[config.mk]
export PLATFORM = sky130hd
export DESIGN_NAME = vgu_delay
export DESIGN_NICKNAME = d
export VERILOG_FILES = /design/src/rtl/vgu_pkg.sv /design/src/rtl/vgu_delay.sv
export SDC_FILE = /design/constraint.sdc
export NUM_CORES = 1
export LEC_CHECK = 0
export BUFFER_PORTS_ARGS = -buffer_cell sky130_fd_sc_hd__buf_2
export CAP_MARGIN = 20
export CORE_MARGIN = 4
export CORE_UTILIZATION = 37
export DETAILED_ROUTE_END_ITERATION = 8
export SKIP_CTS_REPAIR_TIMING = 1
export SLEW_MARGIN = 10
export SYNTH_ARGS = -nofsm -noshare
export SYNTH_HDL_FRONTEND = slang
export SYNTH_SLANG_ARGS = --single-unit
[constraint.sdc]
create_clock -name clk -period 1 [get_ports clk]
set_clock_uncertainty 0.2 [all_clocks]
set_input_delay 0.05 -clock clk [delete_from_list [all_inputs] [get_ports clk]]
set_output_delay 0.05 -clock clk [all_outputs]
set_load 0.005 [all_outputs]
[src/rtl/vgu_pkg.sv]
// Shared constants and types for the 3-vector geometry unit.
// No dependencies; imported by every module of the block.
package vgu_pkg;

  localparam int FRAC_BITS_DEF = 16;
  localparam int SQRT_STAGES   = 32;

  typedef logic [2:0]         op_t;
  typedef logic signed [31:0] word_t;

  localparam op_t OP_LEN   = 3'd0;
  localparam op_t OP_NORM  = 3'd1;
  localparam op_t OP_DOT   = 3'd2;
  localparam op_t OP_CROSS = 3'd3;
  localparam op_t OP_COS   = 3'd4;

  localparam word_t WORD_MAX = 32'sh7fffffff;
  localparam word_t WORD_MIN = 32'sh80000000;

endpackage

[src/rtl/vgu_delay.sv]
// Enabled shift line that carries side data alongside the arithmetic pipes.
// Depends on vgu_pkg.
module vgu_delay import vgu_pkg::*; #(
  parameter int W     = 8,
  parameter int DEPTH = SQRT_STAGES
) (
  input  logic         clk,
  input  logic         en,
  input  logic [W-1:0] d,
  output logic [W-1:0] q
);

  logic [DEPTH-1:0][W-1:0] pipe_r;

  always_ff @(posedge clk) begin
    if (en) begin
      pipe_r[0] <= d;
      for (int k = 1; k < DEPTH; k++) begin
        pipe_r[k] <= pipe_r[k-1];
      end
    end
  end

  assign q = pipe_r[DEPTH-1];

endmodule

**Word-level counts from Yosys, hierarchy flattened**

Cells that the tools add are included.

- Register bits after elaboration: 256
- Word-level logic and storage cells: 32

**Logic depth before layout (Yosys ltp)**

- Depth in word-level cells: 0
- Depth in mapped cells: 1

**Least setup slack after synthesis**

OpenSTA, ideal clock, no wires.

- Kind: flip-flop to flip-flop
- Start: register pipe_r[92] (netlist name)
- End: register pipe_r[100] (netlist name) (data pin)
- Setup time: 0.266 ns
- Data arrival time: 0.323 ns
- Required time: 0.534 ns
- Slack: 0.211 ns
- Stages on the path, launching flop included: 1
- Cells stage by stage: edfxtp_1

RTL lines:

| what | line | RTL |
|---|---|---|
| start: declaration | vgu_delay.sv:13 | `logic [DEPTH-1:0][W-1:0] pipe_r;` |
| start signal: indexed assignment | vgu_delay.sv:19 | `pipe_r[k] <= pipe_r[k-1];` |

No word-level cell between the ends.

**Worst setup path after layout**

- Start: register pipe_r (netlist bit q[3])
- End: output port q[3]

RTL lines:

| what | line | RTL |
|---|---|---|
| end: declaration | vgu_delay.sv:10 | `output logic [W-1:0] q` |

No word-level cell between the ends.

==> run_results.csv <==
group,metric,value,unit
placement,io_buffers,17,
clock_network,clock_path_buffers,3,
pwr,total_power,22800,uW
critical_path,cp.arrival,1.11,ns
critical_path,cp_max_fo,1,
finish,layout_commonest_cell,"edfxtp_1",
clock_network,cts_tree,"yes",
sta,slew_violations,0,
min_path,hold_path_class,"in -> reg",
critical_path,crit_path_end_kind,"output pin",
sta,rsz0062_at_grt,"yes",
sta,tns,-2.08,ns
logic_synthesis,synth.net_count,274,
sta,finalHoldViolations,256,
route,drtIter0Drc,239,
route,detail-route-antenna-nets,0,
critical_path,crit_required,0.75,ns
clock_network,htree_levels,1,
die,die_y,153,um
clock_network,numCtsBuffers,25,
critical_path,crit_slowest_cell,"edfxtp_1",
pwr,switchingPower,4070,uW
logic_synthesis,synth-seq-area-share,99.2,%
finish,post-route-util,44.9,%
finish,nMultiInputCombCells,0,
clock_network,clk_pin_slew,0.06,ns
global_route,grt_busiest_layer,"met1",
critical_path,cp.depth,1,
route,drc,0,
die,core_area,20400,sq um
logic_synthesis,ys_types,2,
global_route,grt_max_degree,65,
logic_synthesis,syn_inst,264,
pwr,seq_power_share,55.5,%
route,vias,2559,
critical_path,reg2reg_depth,0,
logic_synthesis,synth.avg_cell_area,29.3,sq um
global_route,use_met3,2.44,%
logic_synthesis,synth_area,7750,sq um
pwr,vdd_drop_max,1.38,mV
pwr,p_per_area,2480,nW/um^2
global_route,grt_use_total,6.77,%
pwr,p_comb_share,1.3,%
die,fp.dieW,153,um
global_route,grt_pass1_wl,13.2,mm
min_path,hold_depth,2,
job,drv_cap,0,
finish,n_fill_cell,1698,
sta,finalCriticalPeriod,1.36,ns
global_route,grt_pass1_vias,2507,
sta,finalSetupViolations,8,
global_route,met2_usage,9.15,%
route,postRouteWirelength,8.13,mm
die,dieArea,23300,sq um
critical_path,critPathMaxStageDelay,0.45,ns
sta,period_share,136,%
sta,fin_ws,-0.364,ns
pwr,internal_power,18700,uW
run_status,violations,"negative hold slack, negative setup slack",
finish,final_cell_count_no_fill,603,
logic_synthesis,ys_seq_elements,256,
finish,areaGrowthSynthToFinish,18.5,%
global_route,grt.met1_usage,10.3,%
placement,globalplace.congestion,0.601,
die,io_pins,18,
critical_path,critPathKind,"reg -> out",
finish,multi_input_comb_area,0,sq um
finish,drive_gt1_share,18.3,%
pwr,leakage,0.00308,uW
global_route,grt-ovfl-total,0,
pwr,p_clk_share,43.2,%
sta,slew_headroom,76.5,%
finish,design.final.nets,324,
route,vias_per_cell,4.24,
route,wl_per_cell,13.5,um
route,dr.pass1.iters,4,
clock_network,clk_latency,0.50,ns
clock_network,cts_sinks,256,
placement,place_hpwl,3.58,mm
finish,diodes,0,
placement,place_inst,549,
sta,hold_slack,-0.185,ns
critical_path,critPathBufInv,1,
sta,tightest_slew,0.352,ns
global_route,antenna_found_initial,0,
critical_path,setup.worst_path.start_class,"flip-flop",
critical_path,path_cells,"buf_2",
die,rows,52,
clock_network,cts-root-buf,"clkbuf_16",
critical_path,cp_top_family,"flip-flops",
finish,layout_common_cells,"edfxtp_1 (256), clkbuf_16 (25), buf_2 (16), dlygate4sd3_1 (8)",
die,initial_core_util,37.9,%
logic_synthesis,yosysWarnings,0,
run_status,outcome,"complete, but fails checks",
pwr,sw_frac_of_total,17.9,%
sta,clock.fmax,733,MHz
==> registers in the layout (all words and copies together), names as in the netlist <==
| name | count |
|---|---|
| pipe_r | 248 |
| q | 8 |
==> worst paths after layout <==
path	slack, ns	startpoint	endpoint
max reg2reg	0.13	pipe_r[75]$_DFFE_PP_	pipe_r[83]$_DFFE_PP_
min reg2reg	0.21	pipe_r[67]$_DFFE_PP_	pipe_r[75]$_DFFE_PP_
max	-0.36	q[3]$_DFFE_PP_	q[3]
min	-0.19	en	pipe_r[42]$_DFFE_PP_
==> through the flow <==
stage	area, sq um	hold WS (ns)	worst slack (ns)
floorplan	7750	-0.0511	0.211
global placement	8220	0.0261	-0.0407
detailed placement	8220	0.0281	-0.0691
CTS	9100	-0.506	-0.390
global route	9180	-0.192	-0.411
finish	9180	-0.185	-0.364
==> power by group through the flow <==
stage	sequential (uW)	clock, uW	combinational [uW]
global placement	12900	0	262
global route	12700	10700	324
detailed placement	12900	0	278
CTS	12700	10200	275
finish	12700	9850	290
floorplan	12800	0	25.5
==> routing by layer <==
metal	routed length, um	vias up
met4	225	0
met2	3350	41
met1	4160	1323
met3	397	24
li1	-	1171
met5	0	-
==> final cells by class <==
cell class	instances	area, sq um	area share (%)
Clock inverter	19	250	2.73
Timing Repair Buffer	31	270	2.94
Sequential cell	256	7690	83.8
Clock buffer	27	633	6.90
Tap cell	270	338	3.68
==> logic make-up (layout without fill, tap and decap cells) <==
family                 after synthesis  in the layout  synth area share (%)
buffers and inverters                8             77                 0.775
DFF                                256            256                  99.2
==> synth_stat cells <==
cell / count / share of area [%]
edfxtp_1: 256 / 99
buf_4: 8 / 0.78
Power figures use the tool's default switching activity.
