`src/rtl/vgu_pkg.sv`:
```
// Shared constants and types for the 3-vector geometry unit.
// No dependencies; imported by every module of the block.
package vgu_pkg;

  localparam int FRAC_BITS_DEF = 16;
  localparam int SQRT_STAGES   = 32;

  typedef logic [2:0]         op_t;
  typedef logic signed [31:0] word_t;

  localparam op_t OP_LEN   = 3'd0;
  localparam op_t OP_NORM  = 3'd1;
  localparam op_t OP_DOT   = 3'd2;
  localparam op_t OP_CROSS = 3'd3;
  localparam op_t OP_COS   = 3'd4;

  localparam word_t WORD_MAX = 32'sh7fffffff;
  localparam word_t WORD_MIN = 32'sh80000000;

endpackage

```
`src/rtl/vgu_div_pipe.sv`:
```
// Pipelined restoring divider: (num << FRAC_BITS) / den, quotient of FRAC_BITS+1 bits.
// Depends on vgu_pkg.
module vgu_div_pipe import vgu_pkg::*; #(
  parameter int FRAC_BITS = FRAC_BITS_DEF
) (
  input  logic                 clk,
  input  logic                 en,
  input  logic [31:0]          num,
  input  logic [31:0]          den,
  output logic [FRAC_BITS:0]   quo
);

  localparam int DW = 33 + FRAC_BITS;
  localparam int QW = FRAC_BITS + 1;

  logic [DW-1:0] rem_r [QW];
  logic [QW-1:0] quo_r [QW];
  logic [31:0]   den_r [QW];

  for (genvar s = 0; s < QW; s++) begin : g_stage
    localparam int J = FRAC_BITS - s;
    logic [DW-1:0] rin, dsh;
    logic [QW-1:0] qin;
    logic [31:0]   din;
    if (s == 0) begin : g_first
      assign rin = DW'({num, {FRAC_BITS{1'b0}}});
      assign qin = '0;
      assign din = den;
    end else begin : g_next
      assign rin = rem_r[s-1];
      assign qin = quo_r[s-1];
      assign din = den_r[s-1];
    end
    assign dsh = DW'(din) << J;
    always_ff @(posedge clk) begin
      if (en) begin
        den_r[s] <= din;
        if (rin >= dsh) begin
          rem_r[s] <= rin - dsh;
          quo_r[s] <= qin | (QW'(1) << J);
        end else begin
          rem_r[s] <= rin;
          quo_r[s] <= qin;
        end
      end
    end
  end

  assign quo = quo_r[QW-1];

endmodule

```
`config.mk`:
```
export PLATFORM = sky130hd
export DESIGN_NAME = vgu_div_pipe
export DESIGN_NICKNAME = d
export VERILOG_FILES = /design/src/rtl/vgu_pkg.sv /design/src/rtl/vgu_div_pipe.sv
export SDC_FILE = /design/constraint.sdc
export NUM_CORES = 2
export LEC_CHECK = 0
export BUFFER_PORTS_ARGS = -buffer_cell sky130_fd_sc_hd__buf_4
export CORE_AREA = 10 10 330 459
export DETAILED_ROUTE_END_ITERATION = 10
export DIE_AREA = 0 0 340 469
export GPL_TIMING_DRIVEN = 0
export MAX_ROUTING_LAYER = met4
export PLACE_DENSITY = 0.75
export SETUP_SLACK_MARGIN = 0.2
export SYNTH_ARGS = -nofsm -noshare
export SYNTH_HDL_FRONTEND = slang
export SYNTH_SLANG_ARGS = --single-unit
```
`constraint.sdc`:
```
create_clock -name clk -period 3.8 [get_ports clk]
set_clock_uncertainty 0.1 [all_clocks]
set_input_delay 0.19 -clock clk [delete_from_list [all_inputs] [get_ports clk]]
set_output_delay 0.19 -clock clk [all_outputs]
set_load 0.01 [all_outputs]
```
; ---- After elaboration in Yosys (flattened, before gate mapping)
; Memory sizes are Yosys's and may differ from the RTL's.
; Index checks and enable logic that the tools add are counted.
[totals]
wordCells = 209
ram_bits = 1666
memories = 3
register_bits = 0
[op_classes]
addsub = 17
n_mux = 138
n_bitwise = 34
order_cmp = 17
[mem_list]
columns = name, depth, width, read_ports, rd_ports_with_merged_regs, wr, line
row1 = rem_r, 17, 49, 16, 0, 17, vgu_div_pipe.sv:16  ; logic [DW-1:0] rem_r [QW];
row2 = den_r, 17, 32, 16, 0, 17, vgu_div_pipe.sv:18  ; logic [31:0] den_r [QW];
row3 = quo_r, 17, 17, 17, 0, 17, vgu_div_pipe.sv:17  ; logic [QW-1:0] quo_r [QW];
[ops]
columns = operator, n
row1 = $mux 49, 17
row2 = $mux 17, 17
row3 = $mux 1, 104
row4 = $ge 49x32->1, 1
row5 = $ge 49x33->1, 1
row6 = $ge 49x34->1, 1
row7 = $ge 49x35->1, 1
row8 = $ge 49x36->1, 1
row9 = $ge 49x37->1, 1
row10 = $ge 49x38->1, 1
row11 = $ge 49x39->1, 1
row12 = $ge 49x40->1, 1
row13 = $ge 49x41->1, 1
row14 = $ge 49x42->1, 1
row15 = $ge 49x43->1, 1
row16 = $ge 49x44->1, 1
row17 = $ge 49x45->1, 1
row18 = $ge 49x46->1, 1
row19 = $ge 49x47->1, 1
row20 = $sub 48x48->49, 1
row21 = $sub 49x32->49, 1
row22 = $sub 49x33->49, 1
row23 = $sub 49x34->49, 1
row24 = $sub 49x35->49, 1
row25 = other kinds (14), 47

; ---- Logic depth before layout (Yosys ltp)
; An unclocked memory read counts as a cell.
[logic_depth]
ltp_word = 6
mapped_depth = 15

; ---- Least setup slack after synthesis
; No wires, ideal clock.
[synth_timing]
path_kind = register to register
startpoint = memory rem_r[10][6] (netlist name)
endpoint = memory rem_r[11][37] (netlist name), data pin
path_stages_with_launch = 12
slack_ns = 0.114
setup_time_ns = 0.266
arrival_time_ns = 3.320
path_cell_list = edfxtp_1 > fa_1 > a21o_1 > a21oi_1 > o21ai_1 > a221oi_2 > o31ai_1 > a311oi_1 > o21ai_1 > a21oi_2 > clkbuf_1 > nor2_1
[synth_rtl]
columns = element, line
row1 = start: declaration, vgu_div_pipe.sv:16

==> results.json <==
{
  "async_flop_share_pct": 0,
  "ys_seq_area_share_pct": 50.55,
  "portBuffers": 82,
  "grt_pass1_wl_um": 378200,
  "crit_arrival_ns": 4.25,
  "p_leak_nw": 37.90,
  "dp_cells": 9452,
  "power.density_nw_per_um2": 767.3,
  "worstSkewPairLatency_ns": 0.82,
  "cts_root_buf": "clkbuf_16",
  "tritoncts": "yes",
  "synth.top_cells.by_count": "edfxtp_1 (1313), nand2_1 (702), inv_1 (674)",
  "relSlewSlack_pct": 30.90,
  "cp_data_required_time_ns": 4.23,
  "yosysTopAreaCell": "edfxtp_1",
  "synth_ff_type": "edfxtp_1",
  "grt_pass1_vias": 64869,
  "fin_crit_sh_pct": 100.5,
  "routabilityCongestion": 1.135,
  "fp-row-count": 164,
  "tns_ns": -0.03535,
  "dp_hpwl_um": 195500,
  "cts_buffers": 136,
  "fin_ws_ns": -0.02041,
  "synth.avg_cell_area_um2": 10.48,
  "grt_max_degree": 98,
  "fin_cells": 10133,
  "peakVddDrop_mv": 0.4537,
  "failed_checks": "hold timing, setup timing",
  "clockBufferDepth": 3,
  "fin_nets": 8724,
  "r2r_slack_ns": -0.02,
  "synthMostInstantiatedCell": "edfxtp_1",
  "area_delta_synth_final_pct": 22.25,
  "antenna_found_initial": 22,
  "status": "complete, but fails checks",
  "die_w_um": 340,
  "syn_nets": 8065,
  "drv_cap": 0,
  "grt_usage_pct": 33.01,
  "met1_usage_pct": 21.59,
  "busiest_layer": "met2",
  "wl_per_cell_um": 26.18,
  "initial_core_util_pct": 54.69,
  "drt_iter0_drc": 3727,
  "path_class": "reg2reg",
  "grt_overflow": 0,
  "ys_seq_elements": 1313,
  "synthTopCellsByArea": "edfxtp_1 (51%), ha_1 (8.7%), o21ai_0 (3.6%)",
  "hold_depth": 3,
  "core_um2": 142600,
  "crit_path_max_fanout": 7,
  "slew_violations": 0,
  "die_area_um2": 159500,
  "syn-instance-count": 7440,
  "period_needed_ns": 3.820,
  "setup_viol": 2,
  "vias": 61699,
  "synth_top_area_share_pct": 50.55,
  "hold_ws_ns": -0.4181,
  "ios": 83,
  "grtUsageMet2_pct": 63.13,
  "ys_types": 94,
  "firstDrtPassIters": 8,
  "synth_edf_count": 1313,
  "cts_num_sinks": 1313,
  "rsz0062_at_grt": "true",
  "via_per_inst": 6.089,
  "startpoint_type": "register",
  "grt_util_met3_pct": 6.112,
  "layout-drive-gt1-share_pct": 18.22,
  "synth_area_um2": 77990,
  "clk_pin_slew_ns": 0.06,
  "die_h_um": 469,
  "max_clock_freq_mhz": 261.8,
  "drt.antenna.violating_nets": 0,
  "hold_viol_final": 6,
  "yosys_warnings": 0,
  "end_kind": "register",
  "wl_um": 265300,
  "h-tree-depth": 4,
  "drc": 0,
  "worst_pin_slew_ns": 1.033,
  "hold_path.class": "in2reg",
  "reg2reg_depth": 12,
  "nFillCells": 10400
}
-- worst max-delay path, cell delays in order (launching register included) --
cell and delay [ns]:
edfxtp_1 0.43, clkinvlp_4 0.13, fa_2 0.37, a211oi_2 0.26, o21ai_2 0.13, a41o_4 0.35
o221a_4 0.33, a21o_4 0.23, a21oi_4 0.27, o31ai_4 0.12, a211o_4 0.45, o41ai_4 0.23
o21ai_1 0.14
-- placed cells by master, fill, tap and decap left out, types with 44 or more instances in the layout --
master         count
mux2_2            60
o21bai_1          63
o21a_1            73
o21ai_1           44
nor2_1           396
clkbuf_2          62
buf_4            356
nand2_1          679
nand3_1          126
dlygate4sd3_1     89
o21ai_0          477
a21o_1           311
buf_12            46
nand4_1           99
ha_4              59
edfxtp_1        1313
nor3_1            88
clkbuf_1          81
a21oi_2           47
xnor2_1          276
clkbuf_16        151
xor2_1           274
o21ai_2           58
nand2b_1          78
a21oi_1          493
ha_1             463
nor2b_1           69
inv_1            655
and3_1            51
-- area by class of cell --
| cell class | instances | area, um^2 | share of cell area, % |
|---|---|---|---|
| antenna | 18 | 45.04 | 0.04724 |
| buffer | 223 | 1784 | 1.871 |
| clock buffer | 157 | 3503 | 3.675 |
| clock inverter | 88 | 1026 | 1.076 |
| inverter | 677 | 2577 | 2.703 |
| multi-input combinational | 5228 | 39580 | 41.51 |
| sequential | 1313 | 39430 | 41.35 |
| tap | 1909 | 2389 | 2.505 |
| timing repair buffer | 520 | 5012 | 5.257 |
-- final timing paths --
check / start / end
max: den_r[0][288] / rem_r[10][40]
min: num[2] / rem_r[0][18]
min reg2reg: quo_r[4][16] / quo_r[5][16]
max reg2reg: den_r[0][288] / rem_r[10][40]
-- state kept, by name (all words and copies together) (netlist names) --
| name | count |
|---|---|
| den_r | 512 |
| quo_r | 153 |
| rem_r | 648 |
-- cell families after synthesis --
| logic type | count (synthesis) | synth area share (%) |
|---|---|---|
| xor gates and xnor gates | 560 | 6.289 |
| muxes | 87 | 1.248 |
| adders and majority gates | 559 | 9.122 |
| and+or+nand+nor | 1973 | 12.07 |
| buffers and inverters | 900 | 4.346 |
| AOI/OAI and AO/OA | 2048 | 16.37 |
| DFF | 1313 | 50.55 |
-- through the flow --
| stage | instance area, um^2 | util, % | hold WS (ns) | power (W) | setup slack (ns) |
|---|---|---|---|---|---|
| after CTS | 91190 | 63.95 | -0.5834 | 0.06912 | -0.01233 |
| after global routing | 95330 | 66.85 | -0.4108 | 0.07663 | -0.08671 |
| after global placement | 81010 | 56.80 | 0.2798 | 0.05201 | -9.002 |
| after floorplan | 78000 | - | 0.1889 | 0.04364 | 0.2069 |
| after detailed placement | 81510 | 57.15 | 0.2791 | 0.05269 | -2.617 |
| final | 95340 | 66.85 | -0.4181 | 0.07315 | -0.02041 |
-- layer usage --
metal | vias to the layer above | share of wire (%)
met5 | - | 0
met4 | 0 | 15
met3 | 1440 | 4.0
met2 | 2302 | 55
met1 | 29451 | 26
li1 | 28506 | -
-- where the power goes --
| group | internal, W | total, W | switching, W |
|---|---|---|---|
| Combinational | 0.0146 | 0.0357 | 0.0211 |
| Clock | 0.00785 | 0.0138 | 0.00598 |
| Sequential | 0.0211 | 0.0236 | 0.00247 |
| Total | 0.0436 | 0.0732 | 0.0296 |
-- timing repair --
action | CTS | global route
resized for setup | 717 | 599
setup buffers | 139 | 177
pin swaps | 158 | 269
endpoints found under the hold margin | 146 | 19
hold buffers | 75 | 18
setup endpoints to repair | 1259 | 573
cloned | 2 | 7
(Power assumes the default switching activity.)
