`config.mk`:
```
export PLATFORM = sky130hd
export DESIGN_NAME = vgu_sqrt_pipe
export DESIGN_NICKNAME = d
export VERILOG_FILES = /design/src/rtl/vgu_pkg.sv /design/src/rtl/vgu_sqrt_pipe.sv
export SDC_FILE = /design/constraint.sdc
export NUM_CORES = 2
export LEC_CHECK = 0
export BUFFER_PORTS_ARGS = -buffer_cell sky130_fd_sc_hd__buf_2
export CAP_MARGIN = 40
export CORE_UTILIZATION = 59
export CTS_BUF_LIST = sky130_fd_sc_hd__clkbuf_4 sky130_fd_sc_hd__clkbuf_8 sky130_fd_sc_hd__clkbuf_16
export DETAILED_ROUTE_END_ITERATION = 10
export PLACE_DENSITY_LB_ADDON = 0.12
export SLEW_MARGIN = 5
export SYNTH_ARGS = -nofsm -noshare
export SYNTH_HDL_FRONTEND = slang
export SYNTH_SLANG_ARGS = --single-unit
```
`constraint.sdc`:
```
create_clock -name clk -period 10 [get_ports clk]
set_input_delay 2 -clock clk [delete_from_list [all_inputs] [get_ports clk]]
set_output_delay 2 -clock clk [all_outputs]
set_load 0.05 [all_outputs]
```
`src/rtl/vgu_pkg.sv`:
```
// Shared constants and types for the 3-vector geometry unit.
// No dependencies; imported by every module of the block.
package vgu_pkg;

  localparam int FRAC_BITS_DEF = 16;
  localparam int SQRT_STAGES   = 32;

  typedef logic [2:0]         op_t;
  typedef logic signed [31:0] word_t;

  localparam op_t OP_LEN   = 3'd0;
  localparam op_t OP_NORM  = 3'd1;
  localparam op_t OP_DOT   = 3'd2;
  localparam op_t OP_CROSS = 3'd3;
  localparam op_t OP_COS   = 3'd4;

  localparam word_t WORD_MAX = 32'sh7fffffff;
  localparam word_t WORD_MIN = 32'sh80000000;

endpackage

```
`src/rtl/vgu_sqrt_pipe.sv`:
```
// Pipelined 64-bit integer square root, one result bit per stage.
// Depends on vgu_pkg.
module vgu_sqrt_pipe import vgu_pkg::*; (
  input  logic        clk,
  input  logic        en,
  input  logic [63:0] rad,
  output logic [31:0] root
);

  logic [63:0] rem_r [SQRT_STAGES];
  logic [63:0] res_r [SQRT_STAGES];

  for (genvar k = 0; k < SQRT_STAGES; k++) begin : g_stage
    localparam logic [63:0] BIT = 64'd1 << (62 - 2 * k);
    logic [63:0] rin, qin, trial;
    if (k == 0) begin : g_first
      assign rin = rad;
      assign qin = '0;
    end else begin : g_next
      assign rin = rem_r[k-1];
      assign qin = res_r[k-1];
    end
    assign trial = qin + BIT;
    always_ff @(posedge clk) begin
      if (en) begin
        if (rin >= trial) begin
          rem_r[k] <= rin - trial;
          res_r[k] <= (qin >> 1) + BIT;
        end else begin
          rem_r[k] <= rin;
          res_r[k] <= qin >> 1;
        end
      end
    end
  end

  assign root = res_r[SQRT_STAGES-1][31:0];

endmodule

```
=== After elaboration in Yosys (flattened, before gate mapping) ===
Memory sizes are Yosys's and may differ from the RTL's.
Index checks and enable logic that the tools add are counted.

* Register bits: 0
* Bits in writable memories: 4096
* Input port bits: 66
* Logic and storage cells: 448
* Memories kept: 2

* Add/subtract/negate cells: 94
* $lt $le $gt $ge: 32
* Multiplexer cells: 256
* Bitwise operators: 64

{| class="wikitable"
|+ Memories
! memory !! words !! bits a word !! rd ports !! clocked after Yosys merged registers in !! write ports !! RTL line !! RTL
|-
| rem_r || 32 || 64 || 31 || 0 || 32 || vgu_sqrt_pipe.sv:10 || <nowiki>logic [63:0] rem_r [SQRT_STAGES];</nowiki>
|-
| res_r || 32 || 64 || 32 || 0 || 32 || vgu_sqrt_pipe.sv:11 || <nowiki>logic [63:0] res_r [SQRT_STAGES];</nowiki>
|}

{| class="wikitable"
|+ Operators by type and width
! operator !! count
|-
| 64-bit 2-to-1 mux || 64
|-
| 64-bit greater-or-equal comparator || 31
|-
| 64-bit subtractor || 31
|-
| 1-bit 2-to-1 mux || 192
|-
| 63-bit by 1-bit adder with 64-bit output, second input constant || 1
|-
| 63-bit by 11-bit adder with 64-bit output, second input constant || 1
|-
| 63-bit by 13-bit adder with 64-bit output, second input constant || 1
|-
| 63-bit by 15-bit adder with 64-bit output, second input constant || 1
|-
| 63-bit by 17-bit adder with 64-bit output, second input constant || 1
|-
| 63-bit by 19-bit adder with 64-bit output, second input constant || 1
|-
| 63-bit by 21-bit adder with 64-bit output, second input constant || 1
|-
| 63-bit by 23-bit adder with 64-bit output, second input constant || 1
|-
| 63-bit by 25-bit adder with 64-bit output, second input constant || 1
|-
| 63-bit by 27-bit adder with 64-bit output, second input constant || 1
|-
| 63-bit by 29-bit adder with 64-bit output, second input constant || 1
|-
| 63-bit by 3-bit adder with 64-bit output, second input constant || 1
|-
| 63-bit by 31-bit adder with 64-bit output, second input constant || 1
|-
| 63-bit by 33-bit adder with 64-bit output, second input constant || 1
|-
| 63-bit by 35-bit adder with 64-bit output, second input constant || 1
|-
| 63-bit by 37-bit adder with 64-bit output, second input constant || 1
|-
| 63-bit by 39-bit adder with 64-bit output, second input constant || 1
|-
| 63-bit by 41-bit adder with 64-bit output, second input constant || 1
|-
| 63-bit by 43-bit adder with 64-bit output, second input constant || 1
|-
| 63-bit by 45-bit adder with 64-bit output, second input constant || 1
|-
| 45 further kinds || 108
|}

=== Logic depth before layout (Yosys ltp) ===
An unclocked memory read counts as a cell.

* Word-level depth: 7
* Depth in mapped cells: 14
* Mapped depth without buffers: 13

=== Worst setup path after synthesis ===
OpenSTA, ideal clock, no wires.

* Kind: input to register
* Start point: in en
* End point: mem rem_r[26][0], in the netlist rem_r[1][640], enable pin
* Library setup time: 0.482 ns
* Arrival: 5.311 ns
* Data required time: 9.518 ns
* Path slack: 4.207 ns
* Cell stages on the path: 4
* Cell sequence: clkbuf_1 > clkbuf_1 > clkbuf_1 > clkbuf_1

{| class="wikitable"
|+ RTL lines
! item !! RTL line !! RTL
|-
| from (decl) || vgu_sqrt_pipe.sv:5 || <nowiki>input logic en,</nowiki>
|-
| to (decl) || vgu_sqrt_pipe.sv:10 ||
|}

==> results.py <==
metrics = {
    "pwr": {
        "p_int_mw": 22.2,
        "leakagePower_nw": 50.3,
        "p_switching_mw": 9.56,
        "p_seq_frac": 0.466,
        "irDropWorstVdd_mv": 0.192,
        "combPwrFrac": 0.209,
        "netSwitchingFraction": 0.301,
        "power-per-cell-area_nw_per_um2": 235,
        "p_clk_frac": 0.326,
    },
    "timing": {
        "fmax_ghz": 0.205,
        "tightest_slew_ns": 1.12,
        "fin_skew_ns": 0.0687,
        "drv_slew": 0,
        "hold_violations": 0,
        "setup_viol_count_final": 0,
        "maxSlewHeadroom": 0.232,
        "period_share": 0.488,
        "period_minus_slack_ns": 4.88,
        "tns_ns": 0,
        "rsz0062_at_grt": "false",
    },
    "cts": {
        "post_cts_buffers": 0,
        "insertion_delay_ns": 0.93,
        "numCtsBuffers": 280,
        "clock_sinks": 2512,
        "post_cts_resized": 0,
        "clk_pin_slew_worst_paths_ns": 0.06,
        "h-tree-depth": 5,
        "postCtsHoldBufs": 0,
        "cts_tree": "built",
        "clockRootBuffer": "clkbuf_16",
        "clock_path_buffers": 4,
    },
    "drt": {
        "post-route-drc-count": 0,
        "wl_per_cell_um": 24.8,
        "vias": 82125,
        "final_antenna_net_count": 0,
        "firstDrtPassIters": 6,
        "drt-vias-per-instance": 6.28,
        "drtIter0Drc": 9846,
        "wl_um": 325000,
    },
    "floorplanning": {
        "core_area_um2": 205000,
        "die_w_um": 457,
        "die_h_um": 457,
        "dieArea_um2": 209000,
        "initial_core_util": 0.595,
        "ios": 98,
        "rows": 166,
    },
    "logic_synthesis": {
        "synth_top_family_by_area": "simple AND/OR/NAND/NOR gates",
        "synth_adder_area_share": 0.0572,
        "syn_nets": 10584,
        "synth_area_um2": 122000,
        "ys_seq_elements": 2512,
        "synth_cell_types": 86,
        "synthMuxAreaShare": 0.00478,
        "postSynthCellCount": 9960,
        "syn_avg_cell_area_um2": 12.3,
        "synthSimpleGateAreaFrac": 0.134,
        "synthFlopType": "edfxtp_1",
        "yosys.area_share.xor_xnor": 0.0640,
        "ys_warn_count": 0,
        "synth_compound_area_frac": 0.0937,
        "ys_seq_area_frac": 0.618,
        "synth_edf_count": 2512,
        "async_reset_ff_frac": 0,
    },
    "global_route": {
        "grt_usage": 0.308,
        "grt_antenna_before_repair": 12,
        "grt_pass1_vias": 76609,
        "grt_max_degree": 183,
        "grt_pass1_wl_um": 483000,
        "grt_overflow": 0,
    },
    "final_layout": {
        "num-fill-cells": 15071,
        "final_cell_mix": "edfxtp_1 (2512), nand2_1 (809), inv_1 (678)",
        "drive_gt1_frac": 0.0744,
        "area_growth_pct": 10.8,
        "final_area_um2": 135000,
        "layout_commonest_cell": "edfxtp_1",
        "fin_nets": 10825,
        "final_core_util": 0.660,
    },
    "placed_design": {
        "portBuffers": 97,
        "gp_congestion": 0.956,
        "place_area_um2": 126000,
        "dp_hpwl_um": 247000,
    },
    "critical_path": {
        "critical-path-top-delay-family": "buffers and inverters",
        "slowest_delay_ns": 0.79,
        "cp.required_ns": 10.66,
        "path_cells": "buf_12 -> buf_4 -> buf_12 -> buf_4 -> nand4b_1 -> mux2_2",
        "critPathMaxFanout": 135,
        "worst_path_max_delay_cell": "buf_4",
        "cp-end-kind": "register",
        "critPathKind": "input port to register",
        "worst_ep_arrival_time_ns": 5.54,
        "worstSetupStartpointType": "input port",
        "critical_path_buf_inv_count": 4,
    },
    "outcome": {
        "status": "completed",
    },
    "job": {
        "maxCapViolations": 0,
    },
    "min_path": {
        "hold_path_class": "register to register",
    },
}
==> per-stage QoR <==
stage	setup WS, ns	total power, mW	hold WS, ns	instances
final	5.12	31.8	0.408	13087
after global routing	4.93	33.0	0.416	13084
after CTS	5.21	31.7	0.413	13083
after detailed placement	4.26	21.4	0.426	12607
after global placement	4.38	21.3	0.427	12575
after floorplan	4.21	19.0	0.417	9960
==> power by group through the flow <==
stage	Combinational (mW)	Sequential, mW	Clock, mW
3_3_place_gp	6.35	14.9	0
2_1_floorplan	4.82	14.2	0
6_report	6.63	14.8	10.3
5_1_grt	7.28	14.9	10.9
4_1_cts	6.52	14.7	10.5
3_5_place_dp	6.46	14.9	0
==> cells in the mapped netlist, types with 117 or more instances <==
cell	instances	area [µm²]
nor4_1	388	2430
nand2_1	809	3040
nand4_1	195	1220
a21oi_1	509	2550
nand3_1	180	901
xnor2_1	436	3820
xor2_1	457	4000
nand2b_1	117	732
clkbuf_1	198	743
ha_1	558	6980
nor2_1	553	2080
a21o_1	212	1590
nor3_1	293	1470
inv_1	679	2550
edfxtp_1	2512	75400
o21ai_0	601	3010
==> cell families after synthesis <==
kind of cell / Yosys count
and+or+nand+nor: 3163
AOI/OAI and AO/OA: 1867
buffers and inverters: 914
adders and majority gates: 558
DFF: 2512
muxes: 53
xor gates and xnor gates: 893
==> state kept, by name (all words and copies together) (netlist names) <==
signal,count
res_r,528
rem_r,1984
==> worst register-to-register path: cells and delay by family (launching register included) <==
family | cells | cell delay [ns]
and+or+nand+nor | 7 | 2.99
AOI/OAI and AO/OA | 1 | 0.53
adders and majority gates | 1 | 0.41
DFF | 1 | 0.40
xor gates and xnor gates | 1 | 0.11
==> per-layer routing <==
layer | GRT usage | up-vias | share of wire
li1 | - | 37850 | -
met3 | 0.0542 | 542 | 0.091
met2 | 0.445 | 3774 | 0.42
met1 | 0.471 | 39957 | 0.45
met4 | 0.0979 | 2 | 0.034
met5 | 0 | - | 0.000028
==> cell type report <==
class	instances	area [µm²]	share of cell area
Sequential cell	2512	75400	0.557
Multi-Input combinational cell	6534	43400	0.320
Clock buffer	343	7640	0.0564
Tap cell	2688	3360	0.0248
Inverter	679	2550	0.0188
Clock inverter	133	1550	0.0114
Timing Repair Buffer	194	1480	0.0110
Antenna cell	4	10.0	0.0000739
==> path summary, 6_finish.rpt <==
check,endpoint,from,slack [ns],cells after the start
setup / recovery,rem_r[0][251]$_DFFE_PP_,en,5.12,6
hold / removal,rem_r[0][982]$_DFFE_PP_,rem_r[0][918]$_DFFE_PP_,0.41,0
setup reg to reg,rem_r[1][122]$_DFFE_PP_,rem_r[1][31]$_DFFE_PP_,5.30,10
hold reg to reg,rem_r[0][982]$_DFFE_PP_,rem_r[0][918]$_DFFE_PP_,0.41,0
No activity file was read; power rests on OpenSTA's default activity.
